[config.mk]
export PLATFORM = sky130hd
export DESIGN_NAME = dogd_merge
export DESIGN_NICKNAME = d
export VERILOG_FILES = /design/src/hdl/dogd_pkg.sv /design/src/hdl/dogd_merge.sv
export SDC_FILE = /design/constraint.sdc
export NUM_CORES = 1
export LEC_CHECK = 0
export BUFFER_PORTS_ARGS = -buffer_cell sky130_fd_sc_hd__buf_2
export CAP_MARGIN = 20
export CORE_MARGIN = 10
export CORE_UTILIZATION = 50
export DETAILED_ROUTE_END_ITERATION = 12
export GPL_TIMING_DRIVEN = 0
export MAX_ROUTING_LAYER = met4
export PLACE_DENSITY = 0.79
export RECOVER_POWER = 100
export SLEW_MARGIN = 20
export SYNTH_ARGS = -nofsm -noshare
export SYNTH_HDL_FRONTEND = slang
export SYNTH_SLANG_ARGS = --single-unit
[constraint.sdc]
create_clock -name clk -period 3.3 [get_ports clk]
set_input_delay 0.66 -clock clk [delete_from_list [all_inputs] [get_ports clk]]
set_output_delay 0.66 -clock clk [all_outputs]
set_load 0.02 [all_outputs]
[src/hdl/dogd_pkg.sv]
// ----------------------------------------------------------------------------
// dogd_pkg
// Shared constants and types of the DoG scale-space extremum detector.
// ----------------------------------------------------------------------------
package dogd_pkg;

  localparam int DEF_MAX_WIDTH   = 1024;
  localparam int DEF_SAMPLE_BITS = 16;

  // fraction bits of the Q9.7 samples
  localparam int FRAC_BITS    = 7;
  localparam int HEIGHT_LIMIT = 1024;

  localparam int CFG_W     = 11;
  localparam int CFG_IDX_W = 2;
  localparam int COORD_W   = 10;
  localparam int VALUE_W   = 9;
  localparam int SCALE_W   = 7;
  localparam int ROW_W     = 11;

  localparam logic [CFG_IDX_W-1:0] REG_IMAGE_WIDTH  = 2'd0;
  localparam logic [CFG_IDX_W-1:0] REG_IMAGE_HEIGHT = 2'd1;
  localparam logic [CFG_IDX_W-1:0] REG_SCALE_FACTOR = 2'd2;

  localparam logic [CFG_W-1:0]   RST_IMAGE_WIDTH  = 11'd640;
  localparam logic [CFG_W-1:0]   RST_IMAGE_HEIGHT = 11'd480;
  localparam logic [SCALE_W-1:0] RST_SCALE_FACTOR = 7'd1;

  // neighborhood bounds: bit 0 is top row / left column, bit 2 bottom / right
  typedef struct packed {
    logic [2:0] row_ok;
    logic [2:0] col_ok;
  } clip_t;

  typedef struct packed {
    logic               hit;
    logic [VALUE_W-1:0] value;
  } lane_res_t;

  // candidate results of one item, centre left (a) and centre right (b)
  typedef struct packed {
    logic               hit_a;
    logic               hit_b;
    logic [VALUE_W-1:0] val_a;
    logic [VALUE_W-1:0] val_b;
    logic [COORD_W-1:0] col_a;
    logic [COORD_W-1:0] col_b;
    logic [COORD_W-1:0] row;
    logic [SCALE_W-1:0] scale;
  } cand_t;

endpackage

[src/hdl/dogd_merge.sv]
// ----------------------------------------------------------------------------
// dogd_merge
// Merges the two lane results of an item into output words, one per cycle while out_stall is low.
// ----------------------------------------------------------------------------
module dogd_merge (
  input  logic                           clk,
  input  logic                           rst_n,
  input  logic                           load_i,
  input  dogd_pkg::cand_t                cand_i,
  input  logic                           out_stall,
  output logic                           open_o,
  output logic                           out_valid,
  output logic [dogd_pkg::COORD_W-1:0]   out_center_col,
  output logic [dogd_pkg::COORD_W-1:0]   out_center_row,
  output logic signed [dogd_pkg::VALUE_W-1:0] out_center_value,
  output logic [dogd_pkg::SCALE_W-1:0]   out_octave_scale,
  output logic                           out_last_of_run
);
  import dogd_pkg::*;

  logic               pend_a_r;
  logic               pend_b_r;
  cand_t              cand_r;
  logic               ov_r;
  logic [COORD_W-1:0] ocol_r;
  logic [COORD_W-1:0] orow_r;
  logic [VALUE_W-1:0] oval_r;
  logic [SCALE_W-1:0] oscale_r;
  logic               olast_r;
  logic               take;
  logic               emit;

  assign take   = !ov_r || !out_stall;
  assign emit   = take && (pend_a_r || pend_b_r);
  assign open_o = !(pend_a_r || pend_b_r) || (take && !(pend_a_r && pend_b_r));

  always_ff @(posedge clk) begin
    if (!rst_n) begin
      pend_a_r <= 1'b0;
      pend_b_r <= 1'b0;
      ov_r     <= 1'b0;
    end else begin
      if (load_i) begin
        pend_a_r <= cand_i.hit_a;
        pend_b_r <= cand_i.hit_b;
      end else if (emit) begin
        if (pend_a_r) pend_a_r <= 1'b0;
        else          pend_b_r <= 1'b0;
      end
      if (take) begin
        ov_r <= emit;
      end
    end
  end

  always_ff @(posedge clk) begin
    if (load_i) begin
      cand_r <= cand_i;
    end
    if (emit) begin
      orow_r   <= cand_r.row;
      oscale_r <= cand_r.scale;
      if (pend_a_r) begin
        ocol_r  <= cand_r.col_a;
        oval_r  <= cand_r.val_a;
        olast_r <= !pend_b_r;
      end else begin
        ocol_r  <= cand_r.col_b;
        oval_r  <= cand_r.val_b;
        olast_r <= 1'b1;
      end
    end
  end

  assign out_valid        = ov_r;
  assign out_center_col   = ocol_r;
  assign out_center_row   = orow_r;
  assign out_center_value = signed'(oval_r);
  assign out_octave_scale = oscale_r;
  assign out_last_of_run  = olast_r;

endmodule

; Yosys cells after proc, flatten, opt, wreduce, memory -nomap -nowiden
; Index checks and enable logic that the tools add are counted.
[classes]
add_sub_neg = 0
mul = 0
div_mod_pow = 0
order_cmp = 0
eq_ne = 1
n_shift = 0
muxes = 7
n_bitwise = 0
n_reduce_logical = 13
[op_table]
columns = operator, count
row1 = $mux 10, 1
row2 = $mux 9, 1
row3 = $logic_not 1->1, 5
row4 = $mux 1, 5
row5 = $logic_and 1x1->1, 3
row6 = $logic_or 1x1->1, 3
row7 = $ne 2x2->1 const B, 1
row8 = $reduce_and 2->1, 1
row9 = $reduce_bool 2->1, 1
[word_totals]
regBits = 95
latchBits = 0
ramBits = 0
mem_bits_ro = 0
in_bits = 61
out_inout_bits = 39
wordCells = 35
mem_count = 0

; Depth between registers and ports, before layout
[logic_depth]
depth_word = 5
ltp_mapped = 3

; Worst setup path after synthesis
; OpenSTA, ideal clock, no wires.
[synth_path]
path_kind = input port to flip-flop
startpoint = input port out_stall
endpoint = register ocol_r[0] (netlist: out_center_col[0]), enable pin
setup_ns = 0.444
arrival_ns = 2.503
required_time_ns = 2.856
slack_ns = 0.353
stages = 1
n_path_buf = 0
cell_sequence = a21oi_1
[synth_between]
elab_chain_cells = 3
[synth_lines]
columns = element, line
row1 = from (decl), dogd_merge.sv:10  ; input logic out_stall,
row2 = $logic_not 1->1, dogd_merge.sv:33  ; assign take = !ov_r || !out_stall;
row3 = $logic_or 1x1->1, dogd_merge.sv:33
row4 = $logic_and 1x1->1, dogd_merge.sv:34  ; assign emit = take && (pend_a_r || pend_b_r);
row5 = to (signal assigned), dogd_merge.sv:64  ; ocol_r <= cand_r.col_a;
row6 = to (signal assigned), dogd_merge.sv:68  ; ocol_r <= cand_r.col_b;
row7 = to (decl), dogd_merge.sv:25  ; logic [COORD_W-1:0] ocol_r;
; Every way passes these cells.
; A chain may end at the register's enable or synchronous reset.

; Worst setup path after layout
[layout_path]
startpoint = register pend_a_r
endpoint = output port open_o
[layout_between]
elab_chain_cells = 4
elab_cells_between_ends = 6
classes_between = reduce/logical (6)
[layout_lines]
columns = element, line
row1 = from (decl), dogd_merge.sv:21  ; logic pend_a_r;
row2 = from (signal assigned), dogd_merge.sv:44  ; pend_a_r <= cand_i.hit_a;
row3 = $logic_and 1x1->1, dogd_merge.sv:35  ; assign open_o = !(pend_a_r || pend_b_r) || (take && !(pend_a_r && pend_b_r));
row4 = $logic_not 1->1, dogd_merge.sv:35
row5 = $logic_and 1x1->1, dogd_merge.sv:35
row6 = $logic_or 1x1->1 (*), dogd_merge.sv:35
row7 = to (decl), dogd_merge.sv:11  ; output logic open_o,
; Mark *: on every way between the ends. The rest lies on a longest branch, timed or not.

==> flow_summary_export.csv <==
group,metric,value,unit
cts,numCtsBuffers,9,
setup_path,endpoint_kind,"primary output",
setup_path,worstReg2RegStart,"pend_a_r$_SDFFE_PN0P_",
cts,cts_buffer_depth,2,
placed_design,dp_slack,1.407,ns
cts,clock_latency,0.34,ns
route,wl_per_cell,17.97,um
placed_design,io_buffers,99,
yosys,netlist_area,0.003132,sq mm
grt,antenna_found_initial,0,
grt,grt-ovfl-total,0,
setup_path,cp.arrival,1.72,ns
sta,setup_tns,0,ns
pwr,power_density,613.6,mW/mm^2
cts,post-cts-setup-buffers,0,
floorplanning,die_w,99.14,um
sta,fmax,419.5,MHz
pwr,totalPowerFinal,2.399,mW
sta,skew,0.007500,ns
placed_design,dpl_cell_area,0.003762,sq mm
floorplanning,io_pins,100,
cts,root_buffer,"clkbuf_8",
final_layout,diodes,0,
final_layout,syn_to_final_growth,24.85,%
final_layout,multi_input_area,297.8,sq um
cts,cts_tree,"built",
final_layout,utilization,65.27,%
yosys,yosys_warnings,0,
sta,post-route-min-period,2.384,ns
cts,clkTransAtPathRegs,0.08,ns
floorplanning,row_count,28,
sta,setup_viol,0,
floorplanning,coreArea,0.005991,sq mm
grt,grt_max_degree,60,
placed_design,place_congestion,0.7240,
route,drtPass1Iterations,4,
final_layout,stdcell_count,319,
sta,hold_viol,0,
setup_path,cp-startpoint,"pend_a_r$_SDFFE_PN0P_",
cts,hold_buffers,0,
route,drtIter0Drc,54,
cts,ctsResizeCount,0,
sta,postLayoutSetupSlackWorst,0.9163,ns
cts,h-tree-depth,3,
floorplanning,die_area,0.009829,sq mm
outcome,outcome,"complete, no violations",
final_layout,fillers,455,
sta,rsz0062_at_grt,"false",
flow_run,cap_violations,0,
cts,clock-sinks,95,
grt,grt_first_pass_wirelength,8.728,mm
grt,grt_pass1_vias,1698,
placed_design,dp_hpwl,4.163,mm
pwr,ir_drop,0.0003887,V
final_layout,drive_above_1_share,39.34,%
yosys,avgSynthCellArea,24.28,sq um
setup_path,start_kind,"register",
placed_design,dpl.cell_count,304,
yosys,ys_seq_elements,95,
floorplanning,start_util,52.28,%
floorplanning,die_y,99.14,um
setup_path,worstRegToRegCells,4,
route,vias_per_cell,4.812,
setup_path,worstSetupPathType,"register to primary output",
pwr,p_leak,1.395,nW
sta,fin_crit_sh,72.23,%
worst_hold_path,hp-start,"cand_r[15]$_DFFE_PP_",
sta,whs,0.4192,ns
sta,drv_slew,0,
yosys,seq_area_frac_synth,90.13,%
route,vias,1535,
yosys,syn-num-nets,190,
route,drt_wl_total,5.733,mm
setup_path,critPathMaxFanout,10,
yosys,yosysUniqueCellTypes,13,
yosys,syn_inst,129,
sta,tightest_slew,1.406,ns
worst_hold_path,min_path_cells,0,
final_layout,final_area,0.003910,sq mm
final_layout,register_area,0.002823,sq mm
setup_path,worstPathRequired,2.64,ns
worst_hold_path,hold_path_class,"register to register",
route,drc,0,
sta,slew-limit-headroom,6.296,%
final_layout,layout.nets,301,
route,ant_nets,0,
grt,globalRouteTotalUtil,12.05,%
[layer usage]
metal  track usage [%]  vias to the layer above  wire, um
li1                  -                      733         -
met1             13.50                      726      2394
met2             19.09                       65      2881
met3             3.875                       11       361
met4             5.954                        0        96
met5                 -                        -         0
[power by group]
group	switching, mW	internal [mW]
combinational	0.0966	0.0621
sequential	0.0228	1.42
clock	0.374	0.420
total	0.493	1.91
[cells in the final DEF, fill, tap and decap left out, drive strengths merged]
cell type	n
a211oi	1
a21o	1
a21oi	3
buf	60
bufinv	2
clkbuf	51
clkinv	1
clkinvlp	3
dfxtp	3
edfxtp	92
inv	1
mux2	19
mux2i	1
nand2	3
nand4b	1
nor2	2
[synthesized netlist by cell type]
cell type	count	area [sq um]
a211oi_2	1	12.51
inv_1	1	3.750
nand4b_1	1	8.760
a21oi_1	3	15.01
a21o_1	1	7.510
edfxtp_1	92	2763
mux2_2	19	214.0
buf_4	1	7.510
buf_6	1	11.26
nor2_1	2	7.510
dfxtp_1	3	60.06
nand2_1	3	11.26
mux2i_1	1	10.01
[critical path: stages (launching register included)]
cell,delay (ns)
dfxtp_1,0.43
clkbuf_1,0.42
nor2_1,0.18
a21o_1,0.19
clkbuf_1,0.17
[worst paths after layout]
check / to / slack [ns]
worst max-delay path: open_o / 0.92
worst min-delay path: out_center_row[8]$_DFFE_PP_ / 0.42
worst max register to register: out_center_col[4]$_DFFE_PP_ / 1.21
worst min register to register: out_center_row[8]$_DFFE_PP_ / 0.42
[logic make-up after synthesis]
logic type,synth area share (%)
buf+inv,0.7191
flops,90.13
mux,7.152
simple gates,0.8791
compound gates,1.119
[cell type report]
class | instances | share of cell area, %
multi-input combinational | 31 | 7.616
tap | 75 | 2.400
clock inverter | 6 | 2.208
sequential | 95 | 72.19
clock buffer | 9 | 3.168
inverter | 1 | 0.09600
buffer | 2 | 0.1920
timing repair buffer | 100 | 12.13
[state kept, by name (all words and copies together), names as in the netlist]
register,cells
cand_r,55
out_center_value,9
out_last_of_run,1
out_valid,1
pend_a_r,1
out_center_row,10
out_octave_scale,7
pend_b_r,1
out_center_col,10
(Power assumes the default switching activity.)
