### config.mk
export PLATFORM = sky130hd
export DESIGN_NAME = dogd_lane
export DESIGN_NICKNAME = d
export VERILOG_FILES = /design/src/hdl/dogd_pkg.sv /design/src/hdl/dogd_lane.sv
export SDC_FILE = /design/constraint.sdc
export NUM_CORES = 1
export LEC_CHECK = 0
export BUFFER_PORTS_ARGS = -buffer_cell sky130_fd_sc_hd__buf_2
export CAP_MARGIN = 30
export CORE_AREA = 2 2 175 177
export DETAILED_ROUTE_END_ITERATION = 12
export DIE_AREA = 0 0 177 179
export SLEW_MARGIN = 5
export SYNTH_ARGS = -nofsm -noshare
export SYNTH_HDL_FRONTEND = slang
export SYNTH_SLANG_ARGS = --single-unit
### constraint.sdc
create_clock -name vclk -period 7.6
set_clock_uncertainty 0.15 [all_clocks]
set_input_delay 1.14 -clock vclk [all_inputs]
set_output_delay 1.14 -clock vclk [all_outputs]
set_load 0.01 [all_outputs]
### src/hdl/dogd_pkg.sv
// ----------------------------------------------------------------------------
// dogd_pkg
// Shared constants and types of the DoG scale-space extremum detector.
// ----------------------------------------------------------------------------
package dogd_pkg;

  localparam int DEF_MAX_WIDTH   = 1024;
  localparam int DEF_SAMPLE_BITS = 16;

  // fraction bits of the Q9.7 samples
  localparam int FRAC_BITS    = 7;
  localparam int HEIGHT_LIMIT = 1024;

  localparam int CFG_W     = 11;
  localparam int CFG_IDX_W = 2;
  localparam int COORD_W   = 10;
  localparam int VALUE_W   = 9;
  localparam int SCALE_W   = 7;
  localparam int ROW_W     = 11;

  localparam logic [CFG_IDX_W-1:0] REG_IMAGE_WIDTH  = 2'd0;
  localparam logic [CFG_IDX_W-1:0] REG_IMAGE_HEIGHT = 2'd1;
  localparam logic [CFG_IDX_W-1:0] REG_SCALE_FACTOR = 2'd2;

  localparam logic [CFG_W-1:0]   RST_IMAGE_WIDTH  = 11'd640;
  localparam logic [CFG_W-1:0]   RST_IMAGE_HEIGHT = 11'd480;
  localparam logic [SCALE_W-1:0] RST_SCALE_FACTOR = 7'd1;

  // neighborhood bounds: bit 0 is top row / left column, bit 2 bottom / right
  typedef struct packed {
    logic [2:0] row_ok;
    logic [2:0] col_ok;
  } clip_t;

  typedef struct packed {
    logic               hit;
    logic [VALUE_W-1:0] value;
  } lane_res_t;

  // candidate results of one item, centre left (a) and centre right (b)
  typedef struct packed {
    logic               hit_a;
    logic               hit_b;
    logic [VALUE_W-1:0] val_a;
    logic [VALUE_W-1:0] val_b;
    logic [COORD_W-1:0] col_a;
    logic [COORD_W-1:0] col_b;
    logic [COORD_W-1:0] row;
    logic [SCALE_W-1:0] scale;
  } cand_t;

endpackage

### src/hdl/dogd_lane.sv
// ----------------------------------------------------------------------------
// dogd_lane
// Extremum test of one window centre against its clipped 3x3x3 neighborhood.
// ----------------------------------------------------------------------------
module dogd_lane #(
  parameter int SAMPLE_BITS = dogd_pkg::DEF_SAMPLE_BITS
) (
  input  logic signed [SAMPLE_BITS-1:0] lo_i  [3][3],
  input  logic signed [SAMPLE_BITS-1:0] mid_i [3][3],
  input  logic signed [SAMPLE_BITS-1:0] up_i  [3][3],
  input  dogd_pkg::clip_t               clip_i,
  output dogd_pkg::lane_res_t           res_o
);
  import dogd_pkg::*;

  localparam int TW = SAMPLE_BITS + VALUE_W;
  localparam logic [SAMPLE_BITS-1:0] FRAC_MASK = SAMPLE_BITS'((1 << FRAC_BITS) - 1);
  localparam logic [SAMPLE_BITS-1:0] ONE_INT   = SAMPLE_BITS'(1 << FRAC_BITS);

  logic signed [SAMPLE_BITS-1:0] ctr;
  logic signed [SAMPLE_BITS-1:0] th;
  logic signed [TW-1:0]          t_ext;
  logic                          not_max;
  logic                          not_min;
  logic                          ok;

  always_comb begin
    ctr = mid_i[1][1];
    // truncate toward zero: negative values with a fraction round up
    th = signed'(ctr & ~FRAC_MASK);
    if (ctr[SAMPLE_BITS-1] && ((ctr & FRAC_MASK) != '0)) begin
      th = signed'(th + ONE_INT);
    end
    t_ext = TW'(th) >>> FRAC_BITS;

    not_max = 1'b0;
    not_min = 1'b0;
    ok      = 1'b0;
    for (int r = 0; r < 3; r++) begin
      for (int c = 0; c < 3; c++) begin
        ok = clip_i.row_ok[r] & clip_i.col_ok[c];
        if (ok) begin
          if (!(r == 1 && c == 1)) begin
            if (mid_i[r][c] >= th) not_max = 1'b1;
            if (mid_i[r][c] <= th) not_min = 1'b1;
          end
          if (lo_i[r][c] > th || up_i[r][c] > th) not_max = 1'b1;
          if (lo_i[r][c] < th || up_i[r][c] < th) not_min = 1'b1;
        end
      end
    end

    res_o.hit   = !not_max || !not_min;
    res_o.value = t_ext[VALUE_W-1:0];
  end

endmodule

# Yosys cells after proc, flatten, opt, wreduce, memory -nomap -nowiden

Cells that the tools add are included.

Multiplexer cells: 53
Reduce and logical (&&, ||, !) cells: 23
Bitwise logic cells: 9
Order comparisons: 52
Add/sub/neg operators: 1

Operators by type and width:

| kind                                          | number |
|---|---|
| > comparator 16 bit                           | 18 |
| < comparator 16 bit                           | 18 |
| greater-or-equal comparator 16 bit            | 8 |
| less-or-equal comparator 16 bit               | 8 |
| 2-to-1 mux 1 bit                              | 52 |
| logical OR 1 bit                              | 19 |
| adder 16 x 8 -> 16 bit, second input constant | 1 |
| 2-to-1 mux 16 bit                             | 1 |
| nonzero test 16 bit                           | 1 |
| bitwise AND 1 bit                             | 9 |
| logical NOT 1 bit                             | 2 |
| logical AND 1 bit                             | 1 |

Input bits: 438
Flip-flop bits (word level): 0
Output and inout bits: 10
Word-level logic and storage cells: 138

# Depth between registers and ports, before layout

Gate-level depths: netlist of the first run.

Word-level depth: 32
Depth in mapped cells: 18
Mapped depth without buffers: 18

# Worst setup path before layout of the first run

Ideal clock, no wire load.

Path kind: input to output
From: input mid_i[68] in the netlist's numbering
To: output res_o[9] in the netlist's numbering
Stages: 16
Arrival: 5.570 ns
Path buffers: 0
Path slack: 0.740 ns
Data required time: 6.310 ns
Cells stage by stage: nor4_4 > a21oi_1 > nand3_1 > nor2_1 > xnor2_1 > ha_1 > a21oi_1 > nor2b_1 > o21ai_0 > nand3b_1 > a311o_1 > o221a_2 > or4_1 > a221oi_2 > o221ai_1 > o21ai_1

RTL lines:

| what            | RTL line        | text |
|---|---|---|
| start, declared | dogd_lane.sv:9  | `input logic signed [SAMPLE_BITS-1:0] mid_i [3][3],` |
| end, declared   | dogd_lane.sv:12 | `output dogd_pkg::lane_res_t res_o` |

==> results.md, run 1 <==
Layout:
- Summing all flip-flop and latch instances after layout gives 0 um2.
- The number of nets in the layout is 1932.
- The count of cells in the finished layout, fillers not included, comes to 1729.
- The end-of-flow core utilization is 32.1%.
- Relative to the synthesized area, the layout overhead comes to 41.1%.
- The proportion of layout cells with a drive suffix above 1 is 38.1%.
- The layout clock buffer count is 0.
- The count of flip-flops and latches is 0.

Pwr:
- The largest voltage drop on the vdd net is 45.6 uV.
- The power per cell area is 63.3 nW/um2.
- The overall power is 610 uW.
- The net switching component of the power is 328 uW.
- Cell internal power was estimated by the tool at 282 uW.
- The cell leakage power is 0.00493 uW.
- The share of total power dissipated in the clock network is 0%.
- Of the total power, the share spent switching nets is 53.7%.
- In this run, the combinational gates consume 100.0% of the power.
- The sequential share of power is 0%.

Floorplan:
- The number of top-level design ports is 448.
- The die outline width is 177 um.
- From bottom edge to top edge, the die measures 179 um.
- The initial utilization of the core area, before any placement, comes to 22.7%.
- The initialized floorplan defines 64 standard-cell rows.
- The area of the core region is 30000 um2.
- The floorplan step defined a die boundary enclosing 31700 um2.

Worst setup path:
- The peak fanout along the critical path is 10.
- STA classifies the critical path endpoint as an output pin.
- The largest individual stage delay along the critical path comes from the cell xnor2_2.
- The class of the most critical setup path is primary input to output pin.
- STA classifies the critical path startpoint as a primary input.
- In this design, the stage delay of the slowest critical-path cell is 0.56 ns.
- At the worst endpoint, the arrival time is 5.97 ns.
- The required time reported for the critical path endpoint is 6.31 ns.
- In this run the worst setup path begins at mid_i[70].
- The critical path goes through buf_2 > nor4_4 > a21oi_1 > nand3_1 > nor2_1 > xnor2_2 > buf_4 > ha_1 > nand3_1 > nor3_1 > mux2i_1 > o41ai_2 > nor3_1 > o41ai_1 > buf_4 > o211ai_1 > or3_1 > a211o_1 > o21ai_1 > buf_2.

STA:
- The number of hold violations in the final report was 0.
- The slew at the pin with the worst max-slew slack is 0.712 ns.
- The shortest period the worst path allows is 7.26 ns.
- Setup repair after global routing left no endpoint under its margin.
- Setup violations remaining at the end of the flow were counted as 0.
- Of the available clock period, the critical path in the final layout requires 95.6%.
- The number of max-slew violations in the final report is 0.
- The worst slew margin relative to its limit is 52.3%.
- The highest clock frequency the design can meet is 138 MHz.
- Adding up every negative setup slack in the final design gives 0 ns.

Min path:
- Along the worst hold path, the cell count comes to 3.
- The startpoint identified for the worst hold timing path is mid_i[78].
- The min-delay analysis places its worst path in the category primary input to output pin.

Placement:
- Summed over all nets, the half-perimeter wirelength after detailed placement is 30.2 mm.
- After detailed placement, the design holds a cell count of 1723.
- Port buffering added 448 buffers.
- The final RePlAce weighted congestion is 0.889.

Synth:
- Yosys mapped the design onto 88 distinct sky130hd cell types.
- The number of nets produced by synthesis is 1481.
- ha_1 takes more of the synthesized area than any other cell.
- Sequential cells were found to cover 0% of the synthesized design area.
- The synthesized cell area is 6830 um2.
- The portion of synthesized cell area occupied by the leading cell type is 30.2%.
- Dividing the synthesized area by the synthesized cell count gives 7.77 um2.
- In the post-synthesis netlist, the biggest area contributors are ha_1 30%, xnor2_1 8.5%, inv_1 3.8%, nor4_1 3.8%, nor4b_1 3.7%.
- The count of synthesis-stage warnings from yosys is 0.
- The synthesized instance count is 878.

Clock tree:
- The count of cells resized by post-cts repair is 0.
- Buffers added to address setup during post-CTS repair amount to 0.
- The post-cts hold buffer count is 0.

Global routing:
- The number of antenna violations at the first check in global routing is 6.
- The number of global-route vias before repair came to 8553.
- The pin count of the biggest net entering global routing is 39.
- For met3 alone, demand over resource in global routing was 2.82%.
- The met2 usage in global routing is 38.9%.
- Global routing finished with a remaining overflow of 0.
- Global routing used 24.2% of the available met1 tracks.
- Across every metal layer, demand over resource in global routing totals 20.4%.
- The global-route wire length before repair is 48.8 mm.
- The most heavily used metal layer in global routing is met2.

Routing:
- Detailed routing inserted a total of 8767 vias.
- The initial DRC count is 372.
- The final layout contains routed wiring with a total length of 34.8 mm.
- In the routed design, unresolved DRC markers number 0.
- The count of antenna-violating nets left after detailed routing is 0.
- Dividing the detail-routed via count by the number of cells gives 5.07.
- After detailed routing, the average wire length per cell comes to 20.1 um.
- The first TritonRoute pass finished after 5 iterations.

Run status:
- The flow ran to the end, and the final reports show no timing, DRC or antenna violations.

Run:
- The max-cap check violation count is 0.
synth_stat cells, types with 5 or more instances:
master	instances
ha_1	165
inv_1	70
xnor2_1	66
nand2_1	59
a21oi_1	43
nor4_1	41
nor2_1	36
nand3_1	32
and3_1	29
nor4b_1	29
a21o_1	27
a31oi_1	23
o21ai_0	21
nor3_1	14
nand2b_1	11
nand4_1	11
and4_1	10
o41ai_1	10
a22oi_1	9
buf_2	9
nor2b_1	9
o211ai_1	8
mux2i_1	7
maj3_2	6
nand4b_1	6
o31ai_1	6
and2_1	5
buf_4	5
maj3_1	5
xnor3_1	5
metrics by stage:
step | setup WS, ns | cell area (um2) | hold slack (ns)
CTS | 0.130 | 9600 | 2.44
global route | 0.0560 | 9630 | 2.47
detailed placement | 0.139 | 9600 | 2.44
finish | 0.335 | 9630 | 2.45
floorplan | 0.740 | 6830 | 2.22
global placement | 0.195 | 9590 | 2.44
logic make-up (layout without fill, tap and decap cells):
| family | Yosys count | after routing | synth area share (%) |
|---|---|---|---|
| mux | 9 | 9 | 1.41 |
| buf+inv | 92 | 541 | 5.99 |
| fa+ha+maj | 176 | 176 | 32.0 |
| xor+xnor | 75 | 75 | 11.1 |
| simple gates | 315 | 315 | 27.1 |
| other cells | 0 | 6 | 0 |
| compound gates | 211 | 211 | 22.4 |
power groups by stage:
stage | combinational (uW) | clock [uW] | sequential [uW]
after floorplan | 343 | 0 | 0
after global placement | 601 | 0 | 0
after detailed placement | 610 | 0 | 0
after CTS | 614 | 0 | 0
after global routing | 683 | 0.0000706 | 0
final | 610 | 0.0000942 | 0
final timing paths:
| check | end |
|---|---|
| worst max-delay path | res_o[9] |
| worst min-delay path | res_o[7] |
placed cells by master (no fill, tap or decap), types with 5 or more instances in the layout:
cell type,Yosys,routed
and4_1,10,10
and3_1,29,29
nor2_1,36,36
nand4_1,11,11
o31ai_1,6,6
nand4b_1,6,6
nor4_1,41,41
maj3_1,5,5
o21ai_0,21,21
mux2i_1,7,7
nor2b_1,9,9
xnor3_1,5,5
and2_1,5,5
nand2_1,59,59
a31oi_1,23,23
o41ai_1,10,9
inv_1,70,69
xnor2_1,66,63
a22oi_1,9,9
buf_2,9,449
nand3_1,32,32
nor4b_1,29,28
o211ai_1,8,8
ha_1,165,165
maj3_2,6,6
a21o_1,27,27
nand2b_1,11,11
nor3_1,14,14
buf_4,5,19
a21oi_1,43,43
diode_2,0,6
area by class of cell:
cell class	count	area, um2
fillers	3267	20400
multi-input cells	786	6460
repair buffers	468	2390
well taps	396	495
inverters	73	274
diodes	6	15.0
metal layers:
layer  up-vias  wire, um
li1       4338         -
met1      3997     14300
met2       390     17600
met3        40      2310
met4         2       590
met5         -        13
critical path, delay by kind of cell:
kind | cells | cell delay, ns
xor+xnor | 1 | 0.56
mux | 1 | 0.16
compound gates | 6 | 1.67
buf+inv | 4 | 0.88
fa+ha+maj | 1 | 0.15
simple gates | 7 | 1.41
Power figures use the tool's default switching activity.
==> run 2, diff against run 1 <==
--- a/config.mk
+++ b/config.mk
@@ -5,11 +5,12 @@
 export SDC_FILE = /design/constraint.sdc
 export NUM_CORES = 1
 export LEC_CHECK = 0
-export BUFFER_PORTS_ARGS = -buffer_cell sky130_fd_sc_hd__buf_2
 export CAP_MARGIN = 30
 export CORE_AREA = 2 2 175 177
 export DETAILED_ROUTE_END_ITERATION = 12
 export DIE_AREA = 0 0 177 179
+export DONT_BUFFER_PORTS = 1
+export GPL_ROUTABILITY_DRIVEN = 0
 export SLEW_MARGIN = 5
 export SYNTH_ARGS = -nofsm -noshare
 export SYNTH_HDL_FRONTEND = slang
==> results.md, run 2 (same netlist as run 1, synthesis figures left out) <==
Clock tree:
- Once the clock tree was built, the setup fixing pass inserted 0 buffers.
- The count of cells resized by post-cts repair is 0.
- The number of hold buffers added after CTS was 0.

Worst setup path:
- The largest incremental delay on the critical path is 0.52 ns.
- The critical path is of the primary input to output pin type.
- Among all stages on the critical path, the largest delay is contributed by o41ai_1.
- The peak fanout along the critical path is 17.
- The critical path goes through nor4_4 > a21oi_1 > nand4_1 > nor3_1 > xor2_1 > inv_1 > buf_12 > ha_1 > and4_1 > nand3_1 > o41ai_1 > and2_1 > o21bai_1 > o41ai_2 > o211ai_1 > or3_1 > a211o_1 > o21ai_1 > buf_4.
- The required time reported for the critical path endpoint is 6.31 ns.
- The worst setup path is launched from a primary input.
- For the worst setup path, the data arrival time is 5.78 ns.
- The capturing element type of the critical path is an output pin.

Layout:
- The sequential standard cell area is 0 um2.
- Clock buffers in the final layout number 0.
- The leading cell type in the layout, fill and taps excluded is ha_1.
- There are 0 flip-flops and latches.
- For this run, the number of standard cells in the final layout without fillers is 1279.
- The net count of the finished layout is 1487.
- The area growth from synthesis to layout is 8.87%.
- The proportion of layout cells with a drive suffix above 1 is 6.46%.
- In the layout the commonest cells are 165 x ha_1, 68 x inv_1, 63 x xnor2_1.

Routing:
- The final route contains 7102 vias.
- The pre-antenna-repair detailed-routing pass consisted of 5 iterations.
- The vias per cell is 5.55.
- The average routed wire per standard cell is 25.5 um.
- For this run, design rule violations remaining after detail routing come to 0.
- The count of antenna-violating nets left after detailed routing is 0.
- Wires add up to 32.7 mm.
- For this block, the initial DRC count from the detailed router was 313.

STA:
- Headroom to the max-slew limit came out at 52.9%.
- Setup repair after global routing left no endpoint under its margin.
- The highest clock frequency the design can meet is 141 MHz.
- For the final routed database, the setup TNS stands at 0 ns.
- The smallest clock period supported by the final layout is computed as 7.07 ns.
- The slew at the pin with the worst max-slew slack is 0.697 ns.
- The number of hold violations in the final report was 0.
- The number of failing setup endpoints in the final timing report is 0.
- The final clock period utilization by the worst path is 93.0%.
- The number of max-slew violations in the final report came to 0.
- The least setup slack across all paths after layout is 0.533 ns.
- Hold is met by 2.24 ns.

Floorplan:
- The number of top-level design ports is 448.
- The area of the die is 31700 um2.
- The initial core utilization is 22.7%.
- The vertical extent of the die is 179 um.
- After floorplanning, the core was divided into 64 placement rows.
- Measured along the x axis, the die boundary spans 177 um.
- The total area inside the core boundary comes to 30000 um2.

Run status:
- The run finished with clean final reports.

Min path:
- The hold-critical path depth is 1.
- The end of the worst hold path is res_o[7].
- The class of the worst hold path is primary input to output pin.
- The startpoint of the lowest-slack hold path is mid_i[78].

Placement:
- After detailed placement, the design holds a cell count of 1278.
- The worst slack at placement is 0.487 ns.
- Once detailed placement completed, the half-perimeter wirelength came to 27.6 mm.
- Input and output buffers added on the ports amount to 0.

Global routing:
- Entering global routing, the biggest net connects 34 pins.
- The global-route wire length before repair is 45.1 mm.
- For this run the aggregate overflow at the end of global routing stands at 0.
- The number of antenna violations at the first check in global routing is 0.
- The number of global-route vias before repair was 7196.
- For this run, the total global-route usage over all layers was measured as 19.3%.

Pwr:
- IR analysis of the VDD net gives a maximum drop of 45.1 uV.
- Power spread over the standard cell area amounts to 63.9 nW/um2.
- In this run the static leakage power is 0.00319 uW.

Run:
- Across the run, the number of max-cap violations was 0.
run 2: cell types whose count changed in the layout (fill, tap and decap cells not counted), moves of 2 or more:
cell      previous run  this run
buf_2              449         1
buf_12               0         4
clkinv_1             1         3
diode_2              6         1
run 2: per-layer routing:
| layer | global-route usage, % | routed length, um |
|---|---|---|
| met1 | 23.0 | 13200 |
| met2 | 35.6 | 16300 |
| met3 | 4.05 | 2540 |
| met4 | 3.89 | 607 |
| met5 | 0 | 0 |
run 2: power breakdown:
part | internal, uW | switching, uW | leakage, uW | total, uW
Clock | 0.0000178 | 0 | 0.00000000634 | 0.0000178
Sequential | 0 | 0 | 0 | 0
Combinational | 207 | 268 | 0.00319 | 475
run 2: critical path, delay by kind of cell:
kind	cells	cell delay (ns)
adders and majority gates	1	0.30
xor gates and xnor gates	1	0.30
and+or+nand+nor	7	1.56
buffers and inverters	3	0.83
AOI/OAI and AO/OA	7	1.61
run 2: layout make-up:
class	instances	area (um2)
fillers	3272	22600
multi-input cells	786	6440
well taps	396	495
inverters	73	274
repair buffers	23	220
diodes	1	2.50
run 2: worst max-delay path by stage:
stage | start | end | slack (ns) | cells after the start
final | mid_i[68] | res_o[9] | 0.53 | 19
after global routing | mid_i[79] | res_o[9] | 0.11 | 19
after CTS | mid_i[68] | res_o[9] | 0.46 | 19
after detailed placement | mid_i[68] | res_o[9] | 0.49 | 19
after global placement | mid_i[68] | res_o[9] | 0.54 | 19
after floorplan | mid_i[68] | res_o[9] | 0.74 | 16
run 2: metrics by stage:
step | cell area (um2) | total power, uW | utilization [%]
final | 7430 | 475 | 24.7
after global routing | 7430 | 537 | 24.7
after CTS | 7430 | 479 | 24.7
after detailed placement | 7430 | 475 | 24.7
after global placement | 7420 | 466 | 24.7
after floorplan | 6830 | 343 | -
